[config.mk]
export PLATFORM = sky130hd
export DESIGN_NAME = cna_queue
export DESIGN_NICKNAME = d
export VERILOG_FILES = /design/src/rtl/cna_pkg.sv /design/src/rtl/cna_queue.sv
export SDC_FILE = /design/constraint.sdc
export NUM_CORES = 1
export LEC_CHECK = 0
export BUFFER_PORTS_ARGS = -buffer_cell sky130_fd_sc_hd__buf_2
export CORE_ASPECT_RATIO = 1.75
export CORE_MARGIN = 1
export CORE_UTILIZATION = 45
export CTS_CLUSTER_DIAMETER = 40
export DETAILED_ROUTE_END_ITERATION = 10
export GPL_TIMING_DRIVEN = 0
export HOLD_SLACK_MARGIN = 0.08
export PLACE_DENSITY_LB_ADDON = 0.2
export SYNTH_ARGS = -nofsm -noshare
export SYNTH_HDL_FRONTEND = slang
export SYNTH_SLANG_ARGS = --single-unit
[constraint.sdc]
create_clock -name clock -period 13 [get_ports clock]
set_input_delay 1.95 -clock clock [delete_from_list [all_inputs] [get_ports clock]]
set_output_delay 1.95 -clock clock [all_outputs]
set_load 0.1 [all_outputs]
[src/rtl/cna_pkg.sv]
// Shared types, op codes and saturation helpers for the complex number ALU.
`timescale 1ns / 1ps
package cna_pkg;

   localparam int DATA_W  = 32;              // operand and result width
   localparam int FRAC_W  = 16;              // fraction bits of the fixed-point format
   localparam int PROD_W  = 2 * DATA_W;      // one full product
   localparam int SUM_W   = PROD_W + 1;      // sum or difference of two products
   localparam int MULSH_W = SUM_W - FRAC_W;  // product sum after the fraction shift
   localparam int OP_W    = 4;
   localparam int CLS_W   = 3;
   localparam int QDEPTH  = 4;
   localparam int QPTR_W  = $clog2(QDEPTH);
   localparam int QCNT_W  = $clog2(QDEPTH + 1);

   localparam logic [OP_W-1:0] OP_ADD = 4'd0;
   localparam logic [OP_W-1:0] OP_SUB = 4'd1;
   localparam logic [OP_W-1:0] OP_MUL = 4'd2;
   localparam logic [OP_W-1:0] OP_DIV = 4'd3;
   localparam logic [OP_W-1:0] OP_NEG = 4'd4;
   localparam logic [OP_W-1:0] OP_EQ  = 4'd5;
   localparam logic [OP_W-1:0] OP_NE  = 4'd6;
   localparam logic [OP_W-1:0] OP_LT  = 4'd7;
   localparam logic [OP_W-1:0] OP_LE  = 4'd8;
   localparam logic [OP_W-1:0] OP_GT  = 4'd9;
   localparam logic [OP_W-1:0] OP_GE  = 4'd10;

   localparam logic [CLS_W-1:0] CLS_NONE = 3'd0;
   localparam logic [CLS_W-1:0] CLS_LIN  = 3'd1;
   localparam logic [CLS_W-1:0] CLS_MUL  = 3'd2;
   localparam logic [CLS_W-1:0] CLS_DIV  = 3'd3;
   localparam logic [CLS_W-1:0] CLS_CMP  = 3'd4;

   localparam logic [DATA_W-1:0] MAX_VAL = {1'b0, {(DATA_W-1){1'b1}}};
   localparam logic [DATA_W-1:0] MIN_VAL = {1'b1, {(DATA_W-1){1'b0}}};

   typedef struct packed {
      logic [OP_W-1:0]          op;
      logic signed [DATA_W-1:0] a_re;
      logic signed [DATA_W-1:0] a_im;
      logic signed [DATA_W-1:0] b_re;
      logic signed [DATA_W-1:0] b_im;
   } req_type;

   typedef struct packed {
      logic signed [DATA_W-1:0] res_re;
      logic signed [DATA_W-1:0] res_im;
      logic                     cmp_true;
      logic                     div_zero;
      logic                     saturated;
   } rsp_type;

   typedef struct packed {
      logic [CLS_W-1:0] cls;
      req_type          req;
   } item_type;

   typedef struct packed {
      logic [PROD_W-1:0] mag_re;
      logic [PROD_W-1:0] mag_im;
      logic              neg_re;
      logic              neg_im;
      logic [PROD_W-1:0] den;
   } div_cmd_type;

   typedef struct packed {
      logic signed [DATA_W-1:0] val;
      logic                     sat;
   } sat_type;

   // Clip a sum one bit wider than the data width.
   function automatic sat_type sat_sum(input logic signed [DATA_W:0] v);
      sat_type r;
      r.sat = v[DATA_W] ^ v[DATA_W-1];
      if (r.sat) begin
         r.val = v[DATA_W] ? MIN_VAL : MAX_VAL;
      end else begin
         r.val = v[DATA_W-1:0];
      end
      return r;
   endfunction

   // Clip a shifted product sum.
   function automatic sat_type sat_wide(input logic signed [MULSH_W-1:0] v);
      sat_type r;
      logic [MULSH_W-DATA_W:0] hi;
      hi = v[MULSH_W-1:DATA_W-1];
      r.sat = !((&hi) || !(|hi));
      if (r.sat) begin
         r.val = v[MULSH_W-1] ? MIN_VAL : MAX_VAL;
      end else begin
         r.val = v[DATA_W-1:0];
      end
      return r;
   endfunction

endpackage

[src/rtl/cna_queue.sv]
// Short item queue between the front end and the execution back end.
`timescale 1ns / 1ps
module cna_queue (
   input  logic              clock,
   input  logic              reset,
   input  logic              push,
   input  cna_pkg::item_type push_item,
   input  logic              pop,
   output logic              valid,
   output cna_pkg::item_type head_item,
   output logic              almost_full
);

   cna_pkg::item_type             mem_ff [cna_pkg::QDEPTH];
   logic [cna_pkg::QPTR_W-1:0]    wr_ptr_ff, wr_ptr_in;
   logic [cna_pkg::QPTR_W-1:0]    rd_ptr_ff, rd_ptr_in;
   logic [cna_pkg::QCNT_W-1:0]    cnt_ff, cnt_in;

   always_comb begin
      wr_ptr_in = push ? wr_ptr_ff + 1'b1 : wr_ptr_ff;
      rd_ptr_in = pop ? rd_ptr_ff + 1'b1 : rd_ptr_ff;
      cnt_in    = cnt_ff + cna_pkg::QCNT_W'(push) - cna_pkg::QCNT_W'(pop);
   end

   always_ff @(posedge clock) begin
      if (reset) begin
         wr_ptr_ff <= '0;
         rd_ptr_ff <= '0;
         cnt_ff    <= '0;
      end else begin
         wr_ptr_ff <= wr_ptr_in;
         rd_ptr_ff <= rd_ptr_in;
         cnt_ff    <= cnt_in;
      end
      if (push) begin
         mem_ff[wr_ptr_ff] <= push_item;
      end
   end

   assign valid       = cnt_ff != '0;
   assign head_item   = mem_ff[rd_ptr_ff];
   // Keep one slot for the item already held in the front end.
   assign almost_full = cnt_ff >= cna_pkg::QCNT_W'(cna_pkg::QDEPTH - 1);

`ifndef ASSERT_OFF
   a_no_overflow: assert property (@(posedge clock) disable iff (reset)
      push && cnt_ff == cna_pkg::QCNT_W'(cna_pkg::QDEPTH) |-> pop)
      else $error("queue written while full");
   a_no_underflow: assert property (@(posedge clock) disable iff (reset)
      pop |-> cnt_ff != '0)
      else $error("queue read while empty");
`endif

endmodule

# Yosys cells after proc, flatten, opt, wreduce, memory -nomap -nowiden
# Memory sizes are Yosys's and may differ from the RTL's. A register that Yosys moved wholly into a read port is not among the register bits.
# Index checks and enable logic that the tools add are counted.
[totals] mem_bits_rw=540 ff_bits=7 out_inout_bits=137 latch_bits=0 n_memories=1 rom_bits=0 wordCells=14
[classes] add_sub_neg=4 n_reduce_logical=1 n_div=0 eq_ne=0 n_bitwise=0 muxes=4 shift=0 multipliers=0 n_lt_le_gt_ge=1
[memory_table] name="mem_ff" depth=4 word_bits=135 rd=1 rd_clocked_by_memory_dff=1 write_ports=1 line_no="cna_queue.sv:14" source="cna_pkg::item_type mem_ff [cna_pkg::QDEPTH];"
[op_table] operator="adder 2 x 1 -> 2 bit, second input constant" count=2
[op_table] operator="2-to-1 mux 2 bit" count=2
[op_table] operator="adder 3 x 1 -> 3 bit" count=1
[op_table] operator=">= comparator 3 x 2 -> 1 bit, second input constant" count=1
[op_table] operator="nonzero test 3 bit" count=1
[op_table] operator="subtractor 3 x 1 -> 3 bit" count=1
[op_table] operator="2-to-1 mux 1 bit" count=2

# Logic depth before layout (Yosys ltp)
[depth] word_depth=3 mapped_depth=7

# Least setup slack after synthesis
# OpenSTA, ideal clock, no wires.
[synth_path] kind="input to register" from="input port push" to="memory mem_ff[0][0] (netlist name), enable pin" setup_slack_ns=7.451 arrival_ns=5.039 n_path_buf=0 setup_ns=0.510 stages=1 required_ns=12.490 path_cell_list="and2_1"
[synth_via] elab_chain_cells=2
[synth_rtl] item="start, declared" line_no="cna_queue.sv:6" source="input logic push,"
[synth_rtl] item="2-to-1 mux 1 bit" line_no="cna_queue.sv:35" source="if (push) begin"
[synth_rtl] item="2-to-1 mux 1 bit (implied by the code)" line_no="cna_queue.sv:36" source="mem_ff[wr_ptr_ff] <= push_item;"
[synth_rtl] item="end, declared" line_no="cna_queue.sv:14"
# No other way between the ends.

==> impl_metrics.ini <==
[layout]
final_nets = 1232
drive_above_1_share = 0.466
post-route-util = 0.548
design_area_sq_um = 23800
instances_no_fill = 1693
syn_to_final_growth_pct = 19.9

[hold_path]
whs_endpoint = wr_ptr_ff[1]
min_path_cells = 2
hp-start = wr_ptr_ff[1]
hold_class = register to register

[detailed_routing]
drt_wl_total_um = 37800
drtPass1Iterations = 4
vias_per_cell = 5.19
drc = 0
vias = 8794
first_iter_violations = 498
routedWlPerCell_um = 22.3
ant_nets = 0

[timing]
post-route-period-util = 0.348
holdWs_ns = 0.565
rsz0062_at_grt = no
drv_slew = 0
skew_ns = 0.00819
setup_violations = 0
setup_ws_ns = 8.48
tightest_slew_ns = 0.732
tns_ns = 0
hold_violations = 0
timing.fmax_mhz = 221
slew_headroom = 0.512
period_needed_ns = 4.52

[worst_setup_path]
critPathLaunchType = register
critPathKind = register to output port
r2r-start = wr_ptr_ff[0]
reg2reg_slack_ns = 11.14
crit_slowest_cell = clkbuf_1
path_buf_inv = 3
crit_top_cell = buf_2
worstPathRequired_ns = 11.05
crit_cells = 4
reg2regPathDepth = 4
crit_fanout = 10
r2r_end = mem_ff[2][9]
cpPeakStageDelay_ns = 0.61
path_cells = buf_2 -> clkbuf_1 -> mux4_2 -> buf_2
critPathTopFamily = buffers and inverters
end_kind = output port
crit_arrival_ns = 2.57

[clock_tree]
clk_path_buf_depth = 3
clk_pin_slew_worst_paths_ns = 0.06
numCtsBuffers = 50
cts_tree = yes
cts_sinks = 549
root_buffer = clkbuf_16
hold_buffers = 0
clock_latency_ns = 0.55
cts-resized-gates = 0
post_cts_buffers = 0
h-tree-depth = 2

[synth]
ys_top_cells_by_area = edfxtp_1, mux4_2, dfxtp_1
ys_seq_area_frac = 0.824
yosys.area.top_type_share = 0.815
syn_nets = 897
postSynth.asyncResetShare = 0
synth_cell_types = 21
synth_area_per_cell_sq_um = 26.5
synth_edf_count = 540
syn_area_sq_um = 19900
yosys_warnings = 0
ys_ff_latch = 549
synthFlopType = edfxtp_1
synthCells = 750
synth_top_cell_by_area = edfxtp_1
synth.most_common_cell = edfxtp_1
synth_commonest_cells = edfxtp_1, mux4_2, buf_2, dfxtp_1

[power]
power_frac_seq = 0.476
power.share.combinational = 0.191
p_sw_mw = 1.29
cellPowerDensity_nw_per_um2 = 181
power.internal_mw = 3.01
p_sw_frac = 0.300
power.total_mw = 4.31
vdd_drop_max_mv = 0.132
power_frac_clock = 0.333
leakagePower_nw = 8.02

[grt]
grt_pass1_wl_um = 56900
grt_start_max_net_pins = 56
grt_pass1_vias = 9587
grt_overflow = 0
antenna_found_initial = 4
grtUsageTotal = 0.171

[floorplan]
initial_core_util = 0.458
die_w_um = 161
rows = 101
dieArea_sq_um = 45100
top_level_ports = 276
die_height_um = 280
placeableCoreArea_sq_um = 43500

[placement]
dpl.cell_count = 1599
dp_slack_ns = 8.96
routabilityCongestion = 0.698
dpl_cell_area_sq_um = 22200
port_buffers = 275
hpwl_um = 24500

[job]
cap_violations = 0

[run_status]
outcome = finished, final reports clean
## power groups by stage
stage / logic (mW) / registers [mW] / clock network, mW
finish: 0.822 / 2.05 / 1.44
global route: 0.856 / 2.06 / 1.53
CTS: 0.836 / 2.05 / 1.47
detailed placement: 0.835 / 2.09 / 0
global placement: 0.821 / 2.11 / 0
floorplan: 0.671 / 2.09 / 0
## state kept, by name, indices dropped and copies added, names as in the netlist, named ones only
name and count:
rd_ptr_ff 2, mem_ff 540, cnt_ff 3, wr_ptr_ff 2
## cells by family after synthesis
kind of cell,share of synthesized area
flip-flops,0.824
buffers and inverters,0.0109
adder cells (fa/ha/maj),0.00541
multiplexers,0.153
AO/OA/AOI/OAI,0.00101
AND/OR/NAND/NOR,0.00365
XOR/XNOR,0.00132
## worst register-to-register path: cells and delay by family (launching register included)
| family | cells | cell delay, ns |
|---|---|---|
| and+or+nand+nor | 1 | 0.52 |
| DFF | 1 | 0.35 |
| adders and majority gates | 1 | 0.14 |
| buffers and inverters | 2 | 0.43 |
## worst max-delay path by stage
stage | slack [ns] | startpoint | to
3_3_place_gp | 4.60 | push | mem_ff[0][112]
5_1_grt | 8.34 | register | head_item[7]
6_report | 8.48 | register | head_item[3]
3_5_place_dp | 8.96 | register | head_item[3]
2_1_floorplan | 7.45 | push | mem_ff[0][0]
4_1_cts | 8.35 | register | head_item[3]
## placed cells by master (no fill, tap or decap), types with 3 or more instances in the layout
cell        synthesis  routed
edfxtp_1          540     540
buf_2              15     290
mux4_2            135     135
clkbuf_16           0      53
clkbuf_1            6      11
clkinv_1            0      10
dfxtp_1             9       9
clkinv_2            0       9
buf_16              0       8
inv_1               7       7
buf_6               7       7
ha_1                7       7
nor2_1              5       5
and2_4              0       4
clkinvlp_4          0       4
xnor2_1             3       3
bufinv_16           0       3
inv_6               0       3
## area by class of cell
cell class | count | area (sq um)
repair buffers | 283 | 1600
well taps | 566 | 708
fillers | 3336 | 19600
clock inverters | 34 | 285
multi-input cells | 164 | 3290
flip-flops and latches | 549 | 16400
inverters | 7 | 26.3
diodes | 2 | 5.00
clock buffers | 58 | 1350
plain buffers | 30 | 191
## per-layer routing
layer	global-route usage	wire (um)	vias up
met5	0	23	-
met4	0.0552	878	4
met3	0.0367	2040	55
met2	0.312	20800	230
met1	0.197	14000	4583
li1	-	-	3922
Note: power is estimated with default switching activity, not from simulation.
