[config.mk]
export PLATFORM = sky130hd
export DESIGN_NAME = cna_div
export DESIGN_NICKNAME = d
export VERILOG_FILES = /design/src/rtl/cna_pkg.sv /design/src/rtl/cna_div.sv
export SDC_FILE = /design/constraint.sdc
export NUM_CORES = 1
export LEC_CHECK = 0
export BUFFER_PORTS_ARGS = -buffer_cell sky130_fd_sc_hd__buf_2
export CAP_MARGIN = 0
export CORE_UTILIZATION = 38
export CTS_BUF_LIST = sky130_fd_sc_hd__clkbuf_8
export CTS_CLUSTER_DIAMETER = 120
export CTS_CLUSTER_SIZE = 12
export DETAILED_ROUTE_END_ITERATION = 8
export GPL_ROUTABILITY_DRIVEN = 0
export SETUP_SLACK_MARGIN = 0.3
export SYNTH_ARGS = -nofsm -noshare
export SYNTH_HDL_FRONTEND = slang
export SYNTH_SLANG_ARGS = --single-unit
[constraint.sdc]
create_clock -name clock -period 6.19 [get_ports clock]
set_input_delay 0.619 -clock clock [delete_from_list [all_inputs] [get_ports clock]]
set_output_delay 0.619 -clock clock [all_outputs]
set_load 0.05 [all_outputs]
[src/rtl/cna_pkg.sv]
// Shared types, op codes and saturation helpers for the complex number ALU.
`timescale 1ns / 1ps
package cna_pkg;

   localparam int DATA_W  = 32;              // operand and result width
   localparam int FRAC_W  = 16;              // fraction bits of the fixed-point format
   localparam int PROD_W  = 2 * DATA_W;      // one full product
   localparam int SUM_W   = PROD_W + 1;      // sum or difference of two products
   localparam int MULSH_W = SUM_W - FRAC_W;  // product sum after the fraction shift
   localparam int OP_W    = 4;
   localparam int CLS_W   = 3;
   localparam int QDEPTH  = 4;
   localparam int QPTR_W  = $clog2(QDEPTH);
   localparam int QCNT_W  = $clog2(QDEPTH + 1);

   localparam logic [OP_W-1:0] OP_ADD = 4'd0;
   localparam logic [OP_W-1:0] OP_SUB = 4'd1;
   localparam logic [OP_W-1:0] OP_MUL = 4'd2;
   localparam logic [OP_W-1:0] OP_DIV = 4'd3;
   localparam logic [OP_W-1:0] OP_NEG = 4'd4;
   localparam logic [OP_W-1:0] OP_EQ  = 4'd5;
   localparam logic [OP_W-1:0] OP_NE  = 4'd6;
   localparam logic [OP_W-1:0] OP_LT  = 4'd7;
   localparam logic [OP_W-1:0] OP_LE  = 4'd8;
   localparam logic [OP_W-1:0] OP_GT  = 4'd9;
   localparam logic [OP_W-1:0] OP_GE  = 4'd10;

   localparam logic [CLS_W-1:0] CLS_NONE = 3'd0;
   localparam logic [CLS_W-1:0] CLS_LIN  = 3'd1;
   localparam logic [CLS_W-1:0] CLS_MUL  = 3'd2;
   localparam logic [CLS_W-1:0] CLS_DIV  = 3'd3;
   localparam logic [CLS_W-1:0] CLS_CMP  = 3'd4;

   localparam logic [DATA_W-1:0] MAX_VAL = {1'b0, {(DATA_W-1){1'b1}}};
   localparam logic [DATA_W-1:0] MIN_VAL = {1'b1, {(DATA_W-1){1'b0}}};

   typedef struct packed {
      logic [OP_W-1:0]          op;
      logic signed [DATA_W-1:0] a_re;
      logic signed [DATA_W-1:0] a_im;
      logic signed [DATA_W-1:0] b_re;
      logic signed [DATA_W-1:0] b_im;
   } req_type;

   typedef struct packed {
      logic signed [DATA_W-1:0] res_re;
      logic signed [DATA_W-1:0] res_im;
      logic                     cmp_true;
      logic                     div_zero;
      logic                     saturated;
   } rsp_type;

   typedef struct packed {
      logic [CLS_W-1:0] cls;
      req_type          req;
   } item_type;

   typedef struct packed {
      logic [PROD_W-1:0] mag_re;
      logic [PROD_W-1:0] mag_im;
      logic              neg_re;
      logic              neg_im;
      logic [PROD_W-1:0] den;
   } div_cmd_type;

   typedef struct packed {
      logic signed [DATA_W-1:0] val;
      logic                     sat;
   } sat_type;

   // Clip a sum one bit wider than the data width.
   function automatic sat_type sat_sum(input logic signed [DATA_W:0] v);
      sat_type r;
      r.sat = v[DATA_W] ^ v[DATA_W-1];
      if (r.sat) begin
         r.val = v[DATA_W] ? MIN_VAL : MAX_VAL;
      end else begin
         r.val = v[DATA_W-1:0];
      end
      return r;
   endfunction

   // Clip a shifted product sum.
   function automatic sat_type sat_wide(input logic signed [MULSH_W-1:0] v);
      sat_type r;
      logic [MULSH_W-DATA_W:0] hi;
      hi = v[MULSH_W-1:DATA_W-1];
      r.sat = !((&hi) || !(|hi));
      if (r.sat) begin
         r.val = v[MULSH_W-1] ? MIN_VAL : MAX_VAL;
      end else begin
         r.val = v[DATA_W-1:0];
      end
      return r;
   endfunction

endpackage

[src/rtl/cna_div.sv]
// Radix-2 restoring divider for both parts of a complex quotient.
`timescale 1ns / 1ps
module cna_div (
   input  logic                 clock,
   input  logic                 reset,
   input  logic                 start,
   input  cna_pkg::div_cmd_type cmd,
   output logic                 active,
   output logic                 done,
   output cna_pkg::rsp_type     rsp
);

   localparam int HI_SH = cna_pkg::DATA_W - cna_pkg::FRAC_W;
   localparam int CNT_W = $clog2(cna_pkg::DATA_W + 2);
   localparam logic [CNT_W-1:0] LAST = CNT_W'(cna_pkg::DATA_W + 1);

   logic                          active_ff;
   logic [CNT_W-1:0]              cnt_ff;
   logic [cna_pkg::PROD_W-1:0]    den_ff;
   logic [cna_pkg::PROD_W-1:0]    rem_ff [2];
   logic [cna_pkg::DATA_W-1:0]    low_ff [2];
   logic [cna_pkg::DATA_W-1:0]    quo_ff [2];
   logic                          neg_ff [2];
   logic                          ovf_ff [2];
   logic [cna_pkg::PROD_W:0]      trial  [2];
   logic                          fits   [2];
   cna_pkg::sat_type              fin    [2];

   always_comb begin
      for (int l = 0; l < 2; l++) begin
         trial[l] = {rem_ff[l], low_ff[l][cna_pkg::DATA_W-1]};
         fits[l]  = trial[l] >= {1'b0, den_ff};
         if (ovf_ff[l]) begin
            fin[l].sat = 1'b1;
            fin[l].val = neg_ff[l] ? cna_pkg::MIN_VAL : cna_pkg::MAX_VAL;
         end else if (neg_ff[l]) begin
            fin[l].sat = quo_ff[l][cna_pkg::DATA_W-1] && (|quo_ff[l][cna_pkg::DATA_W-2:0]);
            fin[l].val = fin[l].sat ? cna_pkg::MIN_VAL : -quo_ff[l];
         end else begin
            fin[l].sat = quo_ff[l][cna_pkg::DATA_W-1];
            fin[l].val = fin[l].sat ? cna_pkg::MAX_VAL : quo_ff[l];
         end
      end
   end

   always_ff @(posedge clock) begin
      if (reset) begin
         active_ff <= 1'b0;
      end else if (start) begin
         active_ff <= 1'b1;
      end else if (active_ff && cnt_ff == LAST) begin
         active_ff <= 1'b0;
      end
      if (start) begin
         cnt_ff    <= '0;
         den_ff    <= cmd.den;
         rem_ff[0] <= cmd.mag_re;
         rem_ff[1] <= cmd.mag_im;
         neg_ff[0] <= cmd.neg_re;
         neg_ff[1] <= cmd.neg_im;
      end else if (active_ff) begin
         cnt_ff <= cnt_ff + 1'b1;
         for (int l = 0; l < 2; l++) begin
            if (cnt_ff == '0) begin
               // Split the scaled numerator: high part seeds the remainder.
               ovf_ff[l] <= (rem_ff[l] >> HI_SH) >= den_ff;
               rem_ff[l] <= rem_ff[l] >> HI_SH;
               low_ff[l] <= {rem_ff[l][HI_SH-1:0], {cna_pkg::FRAC_W{1'b0}}};
               quo_ff[l] <= '0;
            end else if (cnt_ff != LAST) begin
               rem_ff[l] <= fits[l] ? cna_pkg::PROD_W'(trial[l] - {1'b0, den_ff})
                                    : trial[l][cna_pkg::PROD_W-1:0];
               low_ff[l] <= {low_ff[l][cna_pkg::DATA_W-2:0], 1'b0};
               quo_ff[l] <= {quo_ff[l][cna_pkg::DATA_W-2:0], fits[l]};
            end
         end
      end
   end

   assign active        = active_ff;
   assign done          = active_ff && cnt_ff == LAST;
   assign rsp.res_re    = fin[0].val;
   assign rsp.res_im    = fin[1].val;
   assign rsp.cmp_true  = 1'b0;
   assign rsp.div_zero  = 1'b0;
   assign rsp.saturated = fin[0].sat || fin[1].sat;

`ifndef ASSERT_OFF
   a_no_restart: assert property (@(posedge clock) disable iff (reset)
      start |-> !active_ff)
      else $error("divider launched while running");
`endif

endmodule

* After elaboration in Yosys (flattened, before gate mapping)
Memories as Yosys holds them, arrays and structs flattened. Index checks and enable logic that the tools add are counted.
Storage, ports and cells: word-level logic and storage cells 68, RAM bits 258, register bits after elaboration 71, memories kept 5, output and inout port bits 69
Memories:
- rem_ff | depth 2, bits a word 64, read ports 2, clocked after memory_dff 0, write ports 2, line cna_div.sv:20 | logic [cna_pkg::PROD_W-1:0] rem_ff [2];
- quo_ff | depth 2, bits a word 32, read ports 2, clocked after memory_dff 0, write ports 2, line cna_div.sv:22 | logic [cna_pkg::DATA_W-1:0] quo_ff [2];
- low_ff | depth 2, bits a word 31, read ports 2, clocked after memory_dff 0, write ports 2, line cna_div.sv:21 | logic [cna_pkg::DATA_W-1:0] low_ff [2];
- neg_ff | depth 2, bits a word 1, read ports 2, clocked after memory_dff 0, write ports 2, line cna_div.sv:23 | logic neg_ff [2];
- ovf_ff | depth 2, bits a word 1, read ports 2, clocked after memory_dff 0, write ports 2, line cna_div.sv:24 | logic ovf_ff [2];
Cells by class: bitwise operators 8, $add $sub $neg 5, reductions and logical operators 8, eq/ne operators 2, $lt $le $gt $ge 4, muxes and demuxes 33
Operators with widths (count):
- $mux 64 | 6
- $mux 32 | 6
- $mux 33 | 4
- $ge 65x64->1 | 2
- $ge 48x64->1 | 2
- $sub 64x64->64 | 2
- $mux 31 | 4
- $neg 32->32 | 2
- $reduce_or 31->1 | 2
- $mux 1 | 13
- $or 1x1->1 | 8
- $add 6x1->6 const B | 1
- $eq 6x6->1 const B | 1
- $logic_not 6->1 | 1
- $ne 6x6->1 const B | 1
- $logic_and 1x1->1 | 3
- $reduce_bool 2->1 | 1
- $logic_or 1x1->1 | 1

* Depth between registers and ports, before layout
word-level depth 7, depth in mapped cells 17, mapped depth without buffers 15

* Worst setup path before layout
No wires, ideal clock.
kind register to register, start point register active_ff (netlist: active), end point memory rem_ff[0][58] (netlist bit), data pin, path buffers 3, cell stages (with the launch flop) 8, path slack 1404 ps, library setup time 155 ps, arrival time 4631 ps, cells stage by stage dfxtp_1 > clkbuf_1 > nand3b_1 > clkinv_1 > clkbuf_1 > clkbuf_1 > nand4_1 > nand3_1
RTL lines:
- start: declaration | line cna_div.sv:17 | logic active_ff;
- start signal: assignment | line cna_div.sv:48 | active_ff <= 1'b0;
- start signal: assignment | line cna_div.sv:50 | active_ff <= 1'b1;
- start signal: assignment | line cna_div.sv:52 | active_ff <= 1'b0;
- end: declaration | line cna_div.sv:20

==> reports/metrics.yaml <==
status: "completed"
critical_path_buf_inv_count: 1
overflow: 0
die_x_um: 260
met2_length_um: 39600
final_common_cell: "nand2_1"
post-place-cells: 3981
ff2ff_setup_slack_ns: 1.47
vias_per_cell: 5.94
p_leak_nw: 11.8
htreeDepth: 1
hpwl_um: 68000
dr.max_layer_used: "met5"
dieArea_um2: 67800
wl_met1_um: 39600
final-seq-area_um2: 8910
critPathTopFamily: "simple AND/OR/NAND/NOR gates"
slew_headroom_pct: 28.2
core-area_um2: 65900
dieHeight_um: 260
setup_ws_ns: 0.686
crit_top_cell: "nor3_1"
min_to: "active"
drv_cap: 0
netlist_area_um2: 25400
nets: 3576
netlist-cell-type-count: 78
crit_chain: "or4_1 > or3_1 > nor3_1 > nand2b_1 > nor4_2 > nand2_1 > nor3_1 > nand3b_1 > a21o_1 > o21ai_0 > o31a_1 > buf_2"
seq_area_frac_synth_pct: 35.1
cpMaxStageDelayCell: "or4_1"
layout-drive-gt1-share_pct: 11.3
grt_first_pass_wirelength_um: 136000
cp-end-kind: "primary output"
cts-buffers-inserted: 29
reg2reg_to: "quo_ff[1][0]"
clk_pin_slew_ns: 0.09
ys_warn_count: 0
start_kind: "register"
setup_tns_ns: 0
min_path_cells: 2
cts_buffer_depth: 3
syn_to_final_growth_pct: 9.40
final_cells: 4027
async_flop_share_pct: 0
fillers: 6736
grt_setup_unrepaired: "false"
num_rows: 94
insertion_delay_ns: 0.68
synth_flop_cell: "edfxtp_1"
post-route-period-util_pct: 88.9
start_util_pct: 38.5
multi_input_area_um2: 15400
pre_cts_ws_ns: 1.20
powerDensity_nw_per_um2: 242
cts_tree: "built"
wl_per_cell_um: 22.6
setup-violations-final: 0
first_iter_violations: 2730
synth_cells: 3010
worstSetupPathType: "reg -> out"
reg2reg_depth: 14
critPathMaxFanout: 30
finalHoldViolCount: 0
drv_slew: 0
io_pins: 266
io_buffers: 263
ys_ff_latch: 299
synth_edf_count: 292
critPathMaxStageDelay_ns: 0.58
max_slew.worst_pin.slew_ns: 1.08
drt-total-wl_um: 91200
period_needed_ns: 5.50
drtPass1Iterations: 6
grt_pass1_vias: 22200
reg2reg_from: "den_ff[1]"
wl_met3_um: 7780
cp.arrival_ns: 4.88
cts_hold_buf: 0
worst_ep_required_time_ns: 5.57
ant_nets: 0
avgSynthCellArea_um2: 8.43
design_power_total_mw: 6.72
max_freq_ghz: 0.182
worstHoldStart: "reset"
vias: 23900
vdd_drop_max_mv: 0.174
antenna_found_initial: 3
drc: 0
final_cell_mix: "nand2_1, o21ai_0, edfxtp_1"
finalClockSkew_ns: 0.0405
grt_max_degree: 160
cts_root_buffer: "clkbuf_8"
clock-sinks: 299
hp-class: "in -> reg"
track_usage_pct: 26.1
==> synthesized netlist by cell type (58+ instances only) <==
| master | number | area (um2) |
|---|---|---|
| nand2_1 | 344 | 1290 |
| o21ai_0 | 298 | 1490 |
| edfxtp_1 | 292 | 8770 |
| nor2_1 | 277 | 1040 |
| a21oi_1 | 258 | 1290 |
| ha_1 | 229 | 2870 |
| clkbuf_1 | 156 | 586 |
| inv_1 | 113 | 424 |
| a21o_1 | 88 | 661 |
| and3_1 | 78 | 488 |
| a211oi_1 | 75 | 563 |
| xnor2_1 | 62 | 543 |
| nand4_1 | 60 | 375 |
| nand3_1 | 58 | 290 |
==> worst max-delay path by stage <==
| stage | start | to | slack, ns | cells past startpoint |
|---|---|---|---|---|
| 2_1_floorplan | active | rem_ff[0][58] | 1.40 | 7 |
| 3_3_place_gp | quo_ff[0][0] | rsp[40] | 1.35 | 15 |
| 3_5_place_dp | quo_ff[0][0] | rsp[41] | 1.20 | 15 |
| 4_1_cts | quo_ff[0][0] | rsp[40] | 0.45 | 15 |
| 5_1_grt | quo_ff[1][0] | rsp[29] | 0.35 | 14 |
| 6_report | quo_ff[1][14] | rsp[11] | 0.69 | 12 |
==> cell type report <==
class	instances	area share, %
well taps	864	3.89
clock inverters	11	0.189
multi-input cells	2420	55.3
inverters	114	1.57
flip-flops and latches	299	32.1
diodes	5	0.0451
repair buffers	284	5.41
clock buffers	30	1.49
==> timing repair <==
action | 4_1_cts | 5_1_grt
resized for setup | 0 | 2
setup endpoints to repair | 0 | 29
buffers inserted | 0 | 0
==> metrics by stage <==
stage | hold WS (ns) | utilization [%] | instance area (um2)
6_report | 0.101 | 42.1 | 27800
5_1_grt | 0.0739 | 42.1 | 27700
4_1_cts | 0.0502 | 42.1 | 27700
3_5_place_dp | 0.495 | 41.4 | 27300
3_3_place_gp | 0.493 | 41.4 | 27300
2_1_floorplan | 0.475 | - | 25400
==> routing by layer <==
metal  vias up  GRT usage [%]
li1      11400              -
met1     11200           35.9
met2      1066           40.7
met3       201           4.54
met4         2           10.3
met5         -              0
==> report_power, final <==
group	switching [mW]	internal, mW	total (mW)	leakage [nW]
Combinational	1.82	1.02	2.84	8.63
Sequential	0.243	2.43	2.67	2.92
Clock	0.762	0.442	1.20	0.270
Total	2.83	3.89	6.72	11.8
==> state kept, by name, indices dropped and copies added (netlist names) <==
name / count
active: 1
rem_ff: 128
neg_ff: 2
quo_ff: 64
ovf_ff: 2
cnt_ff: 6
den_ff: 64
low_ff: 32
==> worst register-to-register path, stage by stage, from the launching register on <==
cell      delay (ns)
edfxtp_1        0.50
inv_1           0.19
ha_1            0.26
nor2b_1         0.14
o21ai_0         0.24
a211oi_1        0.16
nor3_1          0.47
o31ai_1         0.14
buf_4           0.19
a21boi_1        0.27
o21bai_1        0.25
a211oi_4        0.28
buf_4           0.43
nand2b_1        0.65
inv_1           0.24
==> logic make-up after synthesis <==
logic type | count (synthesis) | synth area share [%]
buffers and inverters | 292 | 4.56
AO/OA/AOI/OAI | 984 | 23.6
other | 1 | 0.0148
XOR/XNOR | 116 | 4.00
flip-flops | 299 | 35.1
multiplexers | 39 | 1.54
adder cells (fa/ha/maj) | 231 | 11.4
AND/OR/NAND/NOR | 1048 | 19.7
Power figures use the tool's default switching activity.
