--- src/rtl/cna_pkg.sv ---
// Shared types, op codes and saturation helpers for the complex number ALU.
`timescale 1ns / 1ps
package cna_pkg;

   localparam int DATA_W  = 32;              // operand and result width
   localparam int FRAC_W  = 16;              // fraction bits of the fixed-point format
   localparam int PROD_W  = 2 * DATA_W;      // one full product
   localparam int SUM_W   = PROD_W + 1;      // sum or difference of two products
   localparam int MULSH_W = SUM_W - FRAC_W;  // product sum after the fraction shift
   localparam int OP_W    = 4;
   localparam int CLS_W   = 3;
   localparam int QDEPTH  = 4;
   localparam int QPTR_W  = $clog2(QDEPTH);
   localparam int QCNT_W  = $clog2(QDEPTH + 1);

   localparam logic [OP_W-1:0] OP_ADD = 4'd0;
   localparam logic [OP_W-1:0] OP_SUB = 4'd1;
   localparam logic [OP_W-1:0] OP_MUL = 4'd2;
   localparam logic [OP_W-1:0] OP_DIV = 4'd3;
   localparam logic [OP_W-1:0] OP_NEG = 4'd4;
   localparam logic [OP_W-1:0] OP_EQ  = 4'd5;
   localparam logic [OP_W-1:0] OP_NE  = 4'd6;
   localparam logic [OP_W-1:0] OP_LT  = 4'd7;
   localparam logic [OP_W-1:0] OP_LE  = 4'd8;
   localparam logic [OP_W-1:0] OP_GT  = 4'd9;
   localparam logic [OP_W-1:0] OP_GE  = 4'd10;

   localparam logic [CLS_W-1:0] CLS_NONE = 3'd0;
   localparam logic [CLS_W-1:0] CLS_LIN  = 3'd1;
   localparam logic [CLS_W-1:0] CLS_MUL  = 3'd2;
   localparam logic [CLS_W-1:0] CLS_DIV  = 3'd3;
   localparam logic [CLS_W-1:0] CLS_CMP  = 3'd4;

   localparam logic [DATA_W-1:0] MAX_VAL = {1'b0, {(DATA_W-1){1'b1}}};
   localparam logic [DATA_W-1:0] MIN_VAL = {1'b1, {(DATA_W-1){1'b0}}};

   typedef struct packed {
      logic [OP_W-1:0]          op;
      logic signed [DATA_W-1:0] a_re;
      logic signed [DATA_W-1:0] a_im;
      logic signed [DATA_W-1:0] b_re;
      logic signed [DATA_W-1:0] b_im;
   } req_type;

   typedef struct packed {
      logic signed [DATA_W-1:0] res_re;
      logic signed [DATA_W-1:0] res_im;
      logic                     cmp_true;
      logic                     div_zero;
      logic                     saturated;
   } rsp_type;

   typedef struct packed {
      logic [CLS_W-1:0] cls;
      req_type          req;
   } item_type;

   typedef struct packed {
      logic [PROD_W-1:0] mag_re;
      logic [PROD_W-1:0] mag_im;
      logic              neg_re;
      logic              neg_im;
      logic [PROD_W-1:0] den;
   } div_cmd_type;

   typedef struct packed {
      logic signed [DATA_W-1:0] val;
      logic                     sat;
   } sat_type;

   // Clip a sum one bit wider than the data width.
   function automatic sat_type sat_sum(input logic signed [DATA_W:0] v);
      sat_type r;
      r.sat = v[DATA_W] ^ v[DATA_W-1];
      if (r.sat) begin
         r.val = v[DATA_W] ? MIN_VAL : MAX_VAL;
      end else begin
         r.val = v[DATA_W-1:0];
      end
      return r;
   endfunction

   // Clip a shifted product sum.
   function automatic sat_type sat_wide(input logic signed [MULSH_W-1:0] v);
      sat_type r;
      logic [MULSH_W-DATA_W:0] hi;
      hi = v[MULSH_W-1:DATA_W-1];
      r.sat = !((&hi) || !(|hi));
      if (r.sat) begin
         r.val = v[MULSH_W-1] ? MIN_VAL : MAX_VAL;
      end else begin
         r.val = v[DATA_W-1:0];
      end
      return r;
   endfunction

endpackage

--- src/rtl/cna_front.sv ---
// Front end: accepts command items and classifies them by op code.
`timescale 1ns / 1ps
module cna_front (
   input  logic              clock,
   input  logic              reset,
   input  logic              start,
   input  logic              busy,
   input  cna_pkg::req_type  req_item,
   output logic              push,
   output cna_pkg::item_type push_item
);

   logic              vld_ff, vld_in;
   cna_pkg::item_type item_ff, item_in;

   always_comb begin
      vld_in = start && !busy;
      item_in.req = req_item;
      case (req_item.op)
         cna_pkg::OP_ADD, cna_pkg::OP_SUB, cna_pkg::OP_NEG: item_in.cls = cna_pkg::CLS_LIN;
         cna_pkg::OP_MUL: item_in.cls = cna_pkg::CLS_MUL;
         cna_pkg::OP_DIV: item_in.cls = cna_pkg::CLS_DIV;
         cna_pkg::OP_EQ, cna_pkg::OP_NE, cna_pkg::OP_LT, cna_pkg::OP_LE,
         cna_pkg::OP_GT, cna_pkg::OP_GE: item_in.cls = cna_pkg::CLS_CMP;
         default: item_in.cls = cna_pkg::CLS_NONE;
      endcase
   end

   always_ff @(posedge clock) begin
      if (reset) begin
         vld_ff <= 1'b0;
      end else begin
         vld_ff <= vld_in;
      end
      if (vld_in) begin
         item_ff <= item_in;
      end
   end

   assign push      = vld_ff;
   assign push_item = item_ff;

endmodule

--- config.mk ---
export PLATFORM = sky130hd
export DESIGN_NAME = cna_front
export DESIGN_NICKNAME = d
export VERILOG_FILES = /design/src/rtl/cna_pkg.sv /design/src/rtl/cna_front.sv
export SDC_FILE = /design/constraint.sdc
export NUM_CORES = 1
export LEC_CHECK = 0
export ABC_AREA = 1
export BUFFER_PORTS_ARGS = -buffer_cell sky130_fd_sc_hd__clkbuf_2
export CAP_MARGIN = 10
export CORE_MARGIN = 8
export CORE_UTILIZATION = 30
export DETAILED_ROUTE_END_ITERATION = 10
export RECOVER_POWER = 50
export SLEW_MARGIN = 20
export SYNTH_ARGS = -nofsm -noshare
export SYNTH_HDL_FRONTEND = slang
export SYNTH_SLANG_ARGS = --single-unit
--- constraint.sdc ---
create_clock -name clock -period 10 [get_ports clock]
set_input_delay 3 -clock clock [delete_from_list [all_inputs] [get_ports clock]]
set_output_delay 3 -clock clock [all_outputs]
set_load 0.03 [all_outputs]
* Word-level counts from Yosys, hierarchy flattened
Memories as Yosys holds them, arrays and structs flattened. A register that Yosys moved wholly into a read port is not among the register bits. Cells that the tools add are included.
Word-level totals: register bits 133, bits in read-only memories 48, input bits 136, output and inout port bits 136, logic and storage cells 9, memories kept 1
Operators by class: reduce and logical (&&, ||, !) cells 2
Memories:
- (no name shown) | words 16, width 3, read ports 1, clocked after memory_dff 1, write ports 0, line cna_front.sv:19 | case (req_item.op)
Operators with widths (count):
- 1-bit logical AND | 1
- 1-bit zero test | 1

* Longest topological paths before layout
Gate-level depths: netlist (run 1).
depth after elaboration 2, gate-level depth with buffers 4, mapped depth without buffers 4

* Worst setup path before layout (run 1)
Ideal clock, no wire load.
kind in2reg, start point input port start, end point register item_ff, in the netlist push_item[0], enable pin, setup time 0.635 ns, arrival time 8.717 ns, data required time 9.365 ns, setup slack 0.647 ns, cell stages on the path 2, buffers on the path 0, cell sequence inv_1 -> nor2_1
On the way: cells in the longest elaborated chain, start to end 1
RTL lines:
- from (decl) | line cna_front.sv:6 | input logic start,
- 1-bit logical AND | line cna_front.sv:17 | vld_in = start && !busy;
- named net vld_in | line cna_front.sv:13 | logic vld_ff, vld_in;
- to (signal assigned) | line cna_front.sv:36 | item_ff <= item_in;
- to (decl) | line cna_front.sv:14 | cna_pkg::item_type item_ff, item_in;
The timed path passes the listed nets, and every way through them passes these cells. A chain may end at the register's enable or synchronous reset.

* Worst setup path after layout (run 1)
start point input port busy, end point register item_ff, in the netlist push_item[43], enable pin
On the way: cells in the longest elaborated chain, start to end 2
RTL lines:
- from (decl) | line cna_front.sv:7 | input logic busy,
- 1-bit zero test | line cna_front.sv:17
- 1-bit logical AND | line cna_front.sv:17
- named net vld_in | line cna_front.sv:13
The timed path passes the listed nets, and every way through them passes these cells.

==> flow_metrics.env, run 1 <==
export IMPL_outcome="finished, violations left"
export IMPL_violations="max-capacitance violations, max-slew violations"
export IMPL_final_cell_area_sq_mm=0.00626
export IMPL_synthFlopType="edfxtp_1"
export IMPL_crit_fanout=70
export IMPL_post_place_ws_ns=4.85
export IMPL_cap_violations=1
export IMPL_fin_crit_ns=6.75
export IMPL_ctsResizeCount=0
export IMPL_synth_edf_count=135
export IMPL_dieHeight_microns=133
export IMPL_criticalPathCategory="in2reg"
export IMPL_tightest_slew_ns=3.51
export IMPL_multi_input_area_sq_um=53.8
export IMPL_cts_buffer_depth=2
export IMPL_rsz0062_at_grt="false"
export IMPL_hold_buffers=0
export IMPL_numClockSinks=136
export IMPL_dr_pass1_iters=4
export IMPL_die_w_microns=133
export IMPL_end_kind="flip-flop"
export IMPL_cts_tree="built"
export IMPL_start_util=0.303
export IMPL_clock_fmax_mhz=148
export IMPL_wl_per_cell_microns=17.5
export IMPL_postCtsSetupBuffers=0
export IMPL_place_area_sq_mm=0.00574
export IMPL_nFillCells=1245
export IMPL_grt_max_degree=71
export IMPL_rows=43
export IMPL_peakVddDrop_mv=0.0854
export IMPL_hpwl_mm=8.66
export IMPL_synthToLayoutAreaGrowth_pct=51.4
export IMPL_async_flop_share=0
export IMPL_fin_ws_ns=3.25
export IMPL_sequentialPowerShare=0.484
export IMPL_cp_buffers_inverters=3
export IMPL_synthTopCellsByCount="edfxtp_1 (135), inv_1 (5), nand2_1 (3)"
export IMPL_power_density_mw_per_mm2=225
export IMPL_drt_antenna_violating_nets=0
export IMPL_hold_violations=0
export IMPL_synth_top_area_share=0.979
export IMPL_grt_pass1_vias=2779
export IMPL_antenna_found_initial=1
export IMPL_clkTransAtPathRegs_ns=0.05
export IMPL_path_delay_family="buffers and inverters"
export IMPL_worstHoldPathType="in2reg"
export IMPL_grt_first_pass_wirelength_mm=15.9
export IMPL_layout_drive_gt1_share=0.624
export IMPL_num_antenna_cells=0
export IMPL_power_frac_clock=0.408
export IMPL_cpMostUsedCell="clkbuf_1"
export IMPL_numCtsBuffers=17
export IMPL_synth_most_common_cell="edfxtp_1"
export IMPL_wirelength_mm=11.1
export IMPL_relSlewSlack=-1.34
export IMPL_cts_root_buffer="clkbuf_16"
export IMPL_grt_use_total=0.121
export IMPL_leakagePower_nw=2.67
export IMPL_grt_ovfl_total=0
export IMPL_portBuffers=271
export IMPL_crit_path_start_kind="input pin"
export IMPL_die_area_sq_mm=0.0178
export IMPL_p_switching_w=0.000333
export IMPL_synth_avg_cell_area_sq_um=27.4
export IMPL_ys_types=9
export IMPL_finalSetupTns_ns=0
export IMPL_synth_area_sq_mm=0.00414
export IMPL_ys_seq_area_frac=0.984
export IMPL_ys_seq_elements=136
export IMPL_yosysTopAreaCell="edfxtp_1"
export IMPL_drv_slew=67
export IMPL_synth_warnings=0
export IMPL_sw_frac_of_total=0.237
export IMPL_path_cells="clkbuf_1 -> nor2_4 -> clkbuf_1 -> buf_4"
export IMPL_drc=0
export IMPL_synthTopCellsByArea="edfxtp_1 (98%), dfxtp_1 (0.48%), inv_1 (0.45%), nand2_1 (0.27%), nand3_1 (0.24%)"
export IMPL_crit_slowest_cell="clkbuf_1"
export IMPL_nets=579
export IMPL_gp_congestion=0.758
export IMPL_p_comb_frac=0.107
export IMPL_finalSetupViolCount=0
export IMPL_fin_crit_sh=0.675
export IMPL_viasPerCell=4.02
export IMPL_synth_nets=287
export IMPL_core_area_sq_mm=0.0137
export IMPL_seqCellArea_sq_mm=0.00407
export IMPL_pin_count=272
export IMPL_critical_path_arrival_ns=6.78
export IMPL_syn_inst=151
export IMPL_worstPathRequired_ns=10.03
export IMPL_htreeDepth=4
export IMPL_vias=2550
export IMPL_internal_power_w=0.00107
export IMPL_final_core_util=0.458
export IMPL_cp_slowest_stage_delay_ns=2.45
export IMPL_drt_iter0_markers=98
[sequential cells by signal, summed over array words and instances (netlist names)]
name / count
push_item: 135
push: 1
[logic make-up after synthesis]
| group | after synthesis | share of synthesized area |
|---|---|---|
| and+or+nand+nor | 9 | 0.00998 |
| DFF | 136 | 0.984 |
| AOI/OAI and AO/OA | 1 | 0.00121 |
| buffers and inverters | 5 | 0.00453 |
[layout make-up]
| cell class | instances | share of cell area |
|---|---|---|
| inverter | 5 | 0.00300 |
| multi-input combinational | 10 | 0.00859 |
| timing repair buffer | 273 | 0.215 |
| sequential | 136 | 0.650 |
| clock inverter | 11 | 0.0172 |
| clock buffer | 20 | 0.0697 |
| tap | 180 | 0.0359 |
[cell usage in the layout (no fill, tap or decap)]
master,Yosys,routed
nand3_1,2,2
clkinv_4,0,1
edfxtp_1,135,135
nor2_4,0,1
clkinvlp_4,0,1
clkbuf_1,0,19
clkbuf_16,0,17
nor3_1,2,2
clkinv_2,0,4
dfxtp_1,1,1
a21oi_1,1,1
buf_4,0,1
clkinv_1,0,3
nand2_2,1,1
bufinv_16,0,2
inv_1,5,5
clkbuf_2,0,256
nand2_1,3,3
[metal layers]
layer | GRT usage | share of wire | vias to the layer above
li1 | - | - | 1186
met1 | 0.120 | 0.36 | 1191
met2 | 0.201 | 0.51 | 157
met3 | 0.0640 | 0.11 | 14
met4 | 0.0618 | 0.014 | 2
met5 | 0 | 0.0012 | -
[worst paths after layout]
path   from             to  slack, ns  cells after the start
max    busy  push_item[43]       3.25                      4
min   reset           push       2.75                      2
[power groups by stage]
stage | Clock, W | Combinational [W] | Sequential [W]
after CTS | 0.000593 | 0.000155 | 0.000681
after detailed placement | 0 | 0.000155 | 0.000692
after global placement | 0 | 0.000154 | 0.000691
final | 0.000575 | 0.000151 | 0.000682
after global routing | 0.000615 | 0.000159 | 0.000685
after floorplan | 0 | 0.00000895 | 0.000774
[per-stage QoR]
step | std cells | hold WS [ns] | total power, W
floorplan | 151 | 3.08 | 0.000782
global placement | 604 | 3.17 | 0.000845
detailed placement | 604 | 3.17 | 0.000847
CTS | 635 | 2.73 | 0.00143
global route | 635 | 2.73 | 0.00146
finish | 635 | 2.75 | 0.00141
No activity file was read; power rests on OpenSTA's default activity.
==> run 2: changes to the inputs <==
Settings changed: ABC_AREA 1 to 0.
Clock period 10 ns to 6.7 ns, I/O delays scaled along.
==> run 2 against run 1 <==
The run still ends with max-capacitance violations, max-slew violations left; via count down 2.4%; critical path depth fell by 1; largest power group unchanged; hold slack got worse by 1.0 ns; utilization rose by 0.23 points; clock-buffer cell count did not move; setup slack got worse by 1.0 ns; sequential power is 50% higher; sequential share of layout area shrank 0.32 points; combinational power is 48% higher; critical path type unchanged.
==> flow_metrics.env, run 2 <==
export IMPL_violations="max-capacitance violations, max-slew violations"
export IMPL_grt_max_degree=80
export IMPL_numCtsBuffers=17
export IMPL_crit_fanout=57
export IMPL_async_flop_share=0
export IMPL_tightest_slew_ns=2.94
export IMPL_cap_violations=1
export IMPL_drt_iter0_markers=99
export IMPL_antenna_found_initial=0
export IMPL_peakVddDrop_mv=0.148
export IMPL_syn_inst=145
export IMPL_postCtsSetupBuffers=0
export IMPL_hold_violations=0
export IMPL_p_switching_w=0.000494
export IMPL_synthTopCellsByArea="edfxtp_1 (98%), dfxtp_1 (0.48%), nor2b_1 (0.45%), o22ai_2 (0.30%), a21bo_1 (0.24%)"
export IMPL_final_core_util=0.461
export IMPL_crit_slowest_cell="clkbuf_1"
export IMPL_mostFrequentLayoutCells="clkbuf_2 (250), edfxtp_1 (135), clkbuf_1 (25)"
export IMPL_leakagePower_nw=2.65
export IMPL_rows=43
export IMPL_grt_pass1_vias=2651
export IMPL_ctsResizeCount=0
export IMPL_numClockSinks=136
export IMPL_synth_most_common_cell="edfxtp_1"
export IMPL_cts_buffer_depth=2
export IMPL_fin_ws_ns=2.24
export IMPL_relSlewSlack=-0.962
export IMPL_nets=573
export IMPL_grt_use_total=0.116
export IMPL_fin_crit_ns=4.46
export IMPL_htreeDepth=4
export IMPL_portBuffers=271
export IMPL_clkTransAtPathRegs_ns=0.05
export IMPL_wirelength_mm=10.7
export IMPL_synthFlopType="edfxtp_1"
export IMPL_multi_input_area_sq_um=62.6
export IMPL_largest_reg_flops=135
export IMPL_synthTopCellsByCount="edfxtp_1 (135), nor2b_1 (3)"
export IMPL_drc=0
export IMPL_holdWs_ns=1.76
export IMPL_start_util=0.303
export IMPL_crit_path_start_kind="input pin"
export IMPL_pin_count=272
export IMPL_cp_slowest_stage_delay_ns=2.11
export IMPL_synthToLayoutAreaGrowth_pct=52.0
export IMPL_synth_edf_count=135
export IMPL_layout_drive_gt1_share=0.613
export IMPL_ys_seq_area_frac=0.983
export IMPL_synth_avg_cell_area_sq_um=28.6
export IMPL_drv_slew=58
export IMPL_synth_warnings=0
export IMPL_post_place_ws_ns=3.25
export IMPL_clock_fmax_mhz=224
export IMPL_sequentialPowerShare=0.468
export IMPL_gp_congestion=0.696
export IMPL_grt_ovfl_total=0
export IMPL_finalSetupViolCount=0
export IMPL_dr_pass1_iters=4
export IMPL_p_comb_frac=0.103
export IMPL_final_common_cell="clkbuf_2"
export IMPL_num_antenna_cells=0
export IMPL_hold_start="reset"
export IMPL_criticalPathCategory="in2reg"
export IMPL_end_kind="flip-flop"
export IMPL_yosysTopAreaCell="edfxtp_1"
export IMPL_ys_seq_elements=136
export IMPL_finalSetupTns_ns=0
export IMPL_internal_power_w=0.00168
export IMPL_ys_types=9
export IMPL_cts_root_buffer="clkbuf_16"
export IMPL_synth_area_sq_mm=0.00414
export IMPL_core_area_sq_mm=0.0137
export IMPL_fin_crit_sh=0.665
export IMPL_wl_per_cell_microns=16.9
export IMPL_viasPerCell=3.95
export IMPL_worstHoldPathType="in2reg"
export IMPL_dieHeight_microns=134
export IMPL_drt_antenna_violating_nets=0
export IMPL_hold_buffers=0
export IMPL_sw_frac_of_total=0.228
export IMPL_critical_path_arrival_ns=4.41
export IMPL_worstPathRequired_ns=6.65
export IMPL_path_cells="clkbuf_2 -> nor2b_1 -> clkbuf_1"
export IMPL_synth_top_area_share=0.979
export IMPL_cp_startpoint="start"
export IMPL_vias=2488
export IMPL_nFillCells=1227
export IMPL_power_density_mw_per_mm2=345
export IMPL_rsz0062_at_grt="false"
export IMPL_die_area_sq_mm=0.0178
export IMPL_power_frac_clock=0.429
export IMPL_die_w_microns=134
export IMPL_seqCellArea_sq_mm=0.00407
export IMPL_outcome="finished, violations left"
export IMPL_grt_first_pass_wirelength_mm=15.4
export IMPL_cts_tree="built"
export IMPL_synth_nets=281
[run 2: cell count changes after synthesis, sizes merged, moves of 2 or more]
cell | previous run | this run
inv | 5 | 0
nand2 | 4 | 0
nand3 | 2 | 0
nor2b | 0 | 3
nor3 | 2 | 0
[run 2: routing by layer]
metal / track usage / wire length (microns) / vias to the layer above
li1: - / - / 1174
met1: 0.113 / 3790 / 1152
met2: 0.190 / 5420 / 144
met3: 0.0689 / 1250 / 18
met4: 0.0655 / 209 / 0
met5: 0 / 0 / -
[run 2: final cells by class]
type,instances,share of cell area
clock inverters,12,0.0248
clock buffers,20,0.0694
flip-flops and latches,136,0.647
repair buffers,273,0.213
well taps,180,0.0358
multi-input cells,9,0.00994
[run 2: final timing paths]
| check | cells past startpoint | endpoint | slack [ns] |
|---|---|---|---|
| min | 2 | push | 1.76 |
| max | 3 | push_item[73] | 2.24 |
[run 2: cells by family (layout without fill, tap and decap cells)]
logic type	count (synthesis)	count (layout)	share of synthesized area
flip-flops	136	136	0.983
buffers and inverters	0	305	0
AO/OA/AOI/OAI	3	3	0.00725
AND/OR/NAND/NOR	6	6	0.00936
[run 2: power groups by stage]
stage,Combinational [W],Sequential [W],Clock [W]
final,0.000223,0.00102,0.000932
after global routing,0.000235,0.00102,0.000990
after CTS,0.000231,0.00102,0.000960
after detailed placement,0.000231,0.00103,0
after global placement,0.000229,0.00103,0
after floorplan,0.0000137,0.00115,0
[run 2: worst max-delay path: cells and delay by family]
family                 cells  cell delay, ns
and+or+nand+nor            1            0.19
buffers and inverters      2            2.18
[run 2: stage by stage]
stage                     area, sq um  instances  total power [W]
final                            6300        630          0.00217
after global placement           5750        598          0.00126
after global routing             6300        630          0.00225
after floorplan                  4150        145          0.00116
after detailed placement         5750        598          0.00126
after CTS                        6340        630          0.00221
==> run 3: changes to the inputs <==
Clock period 6.7 ns to 4.55 ns, I/O delays scaled along.
==> run 3 against run 2 <==
The flow still finishes with violations (max-capacitance violations, max-slew violations); via count up 2.0%; global-route usage up 0.40 points; hold slack worse by 0.64 ns; clock-buffer cell count up 5; critical path depth unchanged.
==> flow_metrics.env, run 3 (same netlist as run 2, synthesis figures left out) <==
export IMPL_mostFrequentLayoutCells="clkbuf_2 (262), edfxtp_1 (135), clkbuf_16 (17)"
export IMPL_final_cell_area_sq_mm=0.00633
export IMPL_fin_crit_ns=2.91
export IMPL_wirelength_mm=10.9
export IMPL_finalSetupTns_ns=0
export IMPL_finalSetupViolCount=0
export IMPL_drc=0
export IMPL_post_place_cells=598
export IMPL_drt_antenna_violating_nets=0
export IMPL_violations="max-capacitance violations, max-slew violations"
export IMPL_fin_crit_sh=0.640
export IMPL_numClockSinks=136
export IMPL_start_util=0.303
export IMPL_rows=43
export IMPL_grt_max_degree=73
export IMPL_power_density_mw_per_mm2=507
export IMPL_dr_pass1_iters=4
export IMPL_grt_ovfl_total=0
export IMPL_largest_reg_flops=135
export IMPL_holdWs_ns=1.12
export IMPL_cp_startpoint="start"
export IMPL_drt_iter0_markers=114
export IMPL_postCtsSetupBuffers=0
export IMPL_relSlewSlack=-0.148
export IMPL_wl_per_cell_microns=17.3
export IMPL_synthToLayoutAreaGrowth_pct=52.9
export IMPL_numCtsBuffers=17
export IMPL_layout_cells_non_filler=630
export IMPL_end_kind="flip-flop"
export IMPL_critical_path_arrival_ns=2.91
export IMPL_drv_slew=73
export IMPL_crit_fanout=72
export IMPL_crit_path_start_kind="input pin"
export IMPL_cts_root_buffer="clkbuf_16"
export IMPL_layout_drive_gt1_share=0.649
export IMPL_hold_start="reset"
export IMPL_grt_pass1_vias=2775
export IMPL_final_common_cell="clkbuf_2"
export IMPL_leakagePower_nw=2.70
export IMPL_die_area_sq_mm=0.0178
export IMPL_worstPathRequired_ns=4.55
export IMPL_hold_violations=0
export IMPL_nFillCells=1235
export IMPL_viasPerCell=4.03
export IMPL_place_area_sq_mm=0.00575
export IMPL_gp_congestion=0.723
export IMPL_portBuffers=271
export IMPL_hold_buffers=0
export IMPL_clock_fmax_mhz=343
export IMPL_grt_use_total=0.120
export IMPL_rsz0062_at_grt="false"
export IMPL_nets=573
export IMPL_core_area_sq_mm=0.0137
export IMPL_num_antenna_cells=0
export IMPL_cts_tree="built"
export IMPL_outcome="finished, violations left"
export IMPL_cap_violations=1
export IMPL_clkTransAtPathRegs_ns=0.05
export IMPL_final_core_util=0.463
export IMPL_vias=2537
export IMPL_pin_count=272
export IMPL_tightest_slew_ns=1.72
export IMPL_criticalPathCategory="in2reg"
export IMPL_htreeDepth=4
export IMPL_ctsResizeCount=0
export IMPL_worstHoldPathType="in2reg"
export IMPL_grt_first_pass_wirelength_mm=16.0
export IMPL_hpwl_mm=8.71
export IMPL_cts_buffer_depth=2
export IMPL_die_w_microns=134
export IMPL_antenna_found_initial=0
export IMPL_peakVddDrop_mv=0.215
export IMPL_dieHeight_microns=134
run 3: power breakdown:
part	total, W	leakage, nW	internal (W)	switching, W
sequential	0.00150	1.27	0.00148	0.0000214
combinational	0.000333	1.13	0.0000923	0.000241
clock	0.00138	0.297	0.000919	0.000461
run 3: cell type report:
type | count | area, sq um | share of cell area
clock buffer | 25 | 495 | 0.0782
clock inverter | 7 | 116 | 0.0184
multi-input combinational | 9 | 68.8 | 0.0109
sequential | 136 | 4070 | 0.643
tap | 180 | 225 | 0.0356
timing repair buffer | 273 | 1350 | 0.214
run 3: worst max-delay path, stage by stage:
cell,delay [ns]
clkbuf_2,0.07
nor2b_1,0.15
clkbuf_2,1.25
run 3: worst paths after layout:
| kind | to | slack, ns | cells past startpoint |
|---|---|---|---|
| worst max-delay path | push_item[18] | 1.64 | 3 |
| worst min-delay path | push | 1.12 | 2 |
run 3: stage by stage:
step | total power, W | worst slack, ns
2_1_floorplan | 0.00171 | 0.718
3_3_place_gp | 0.00186 | 1.88
3_5_place_dp | 0.00186 | 1.84
4_1_cts | 0.00327 | 2.15
5_1_grt | 0.00334 | 1.45
6_report | 0.00321 | 1.64
run 3: routing by layer:
metal / vias up / part of all wire / global-route usage
li1: 1174 / - / -
met1: 1197 / 0.34 / 0.117
met2: 150 / 0.50 / 0.196
met3: 16 / 0.14 / 0.0802
met4: 0 / 0.018 / 0.0543
met5: - / 0 / 0
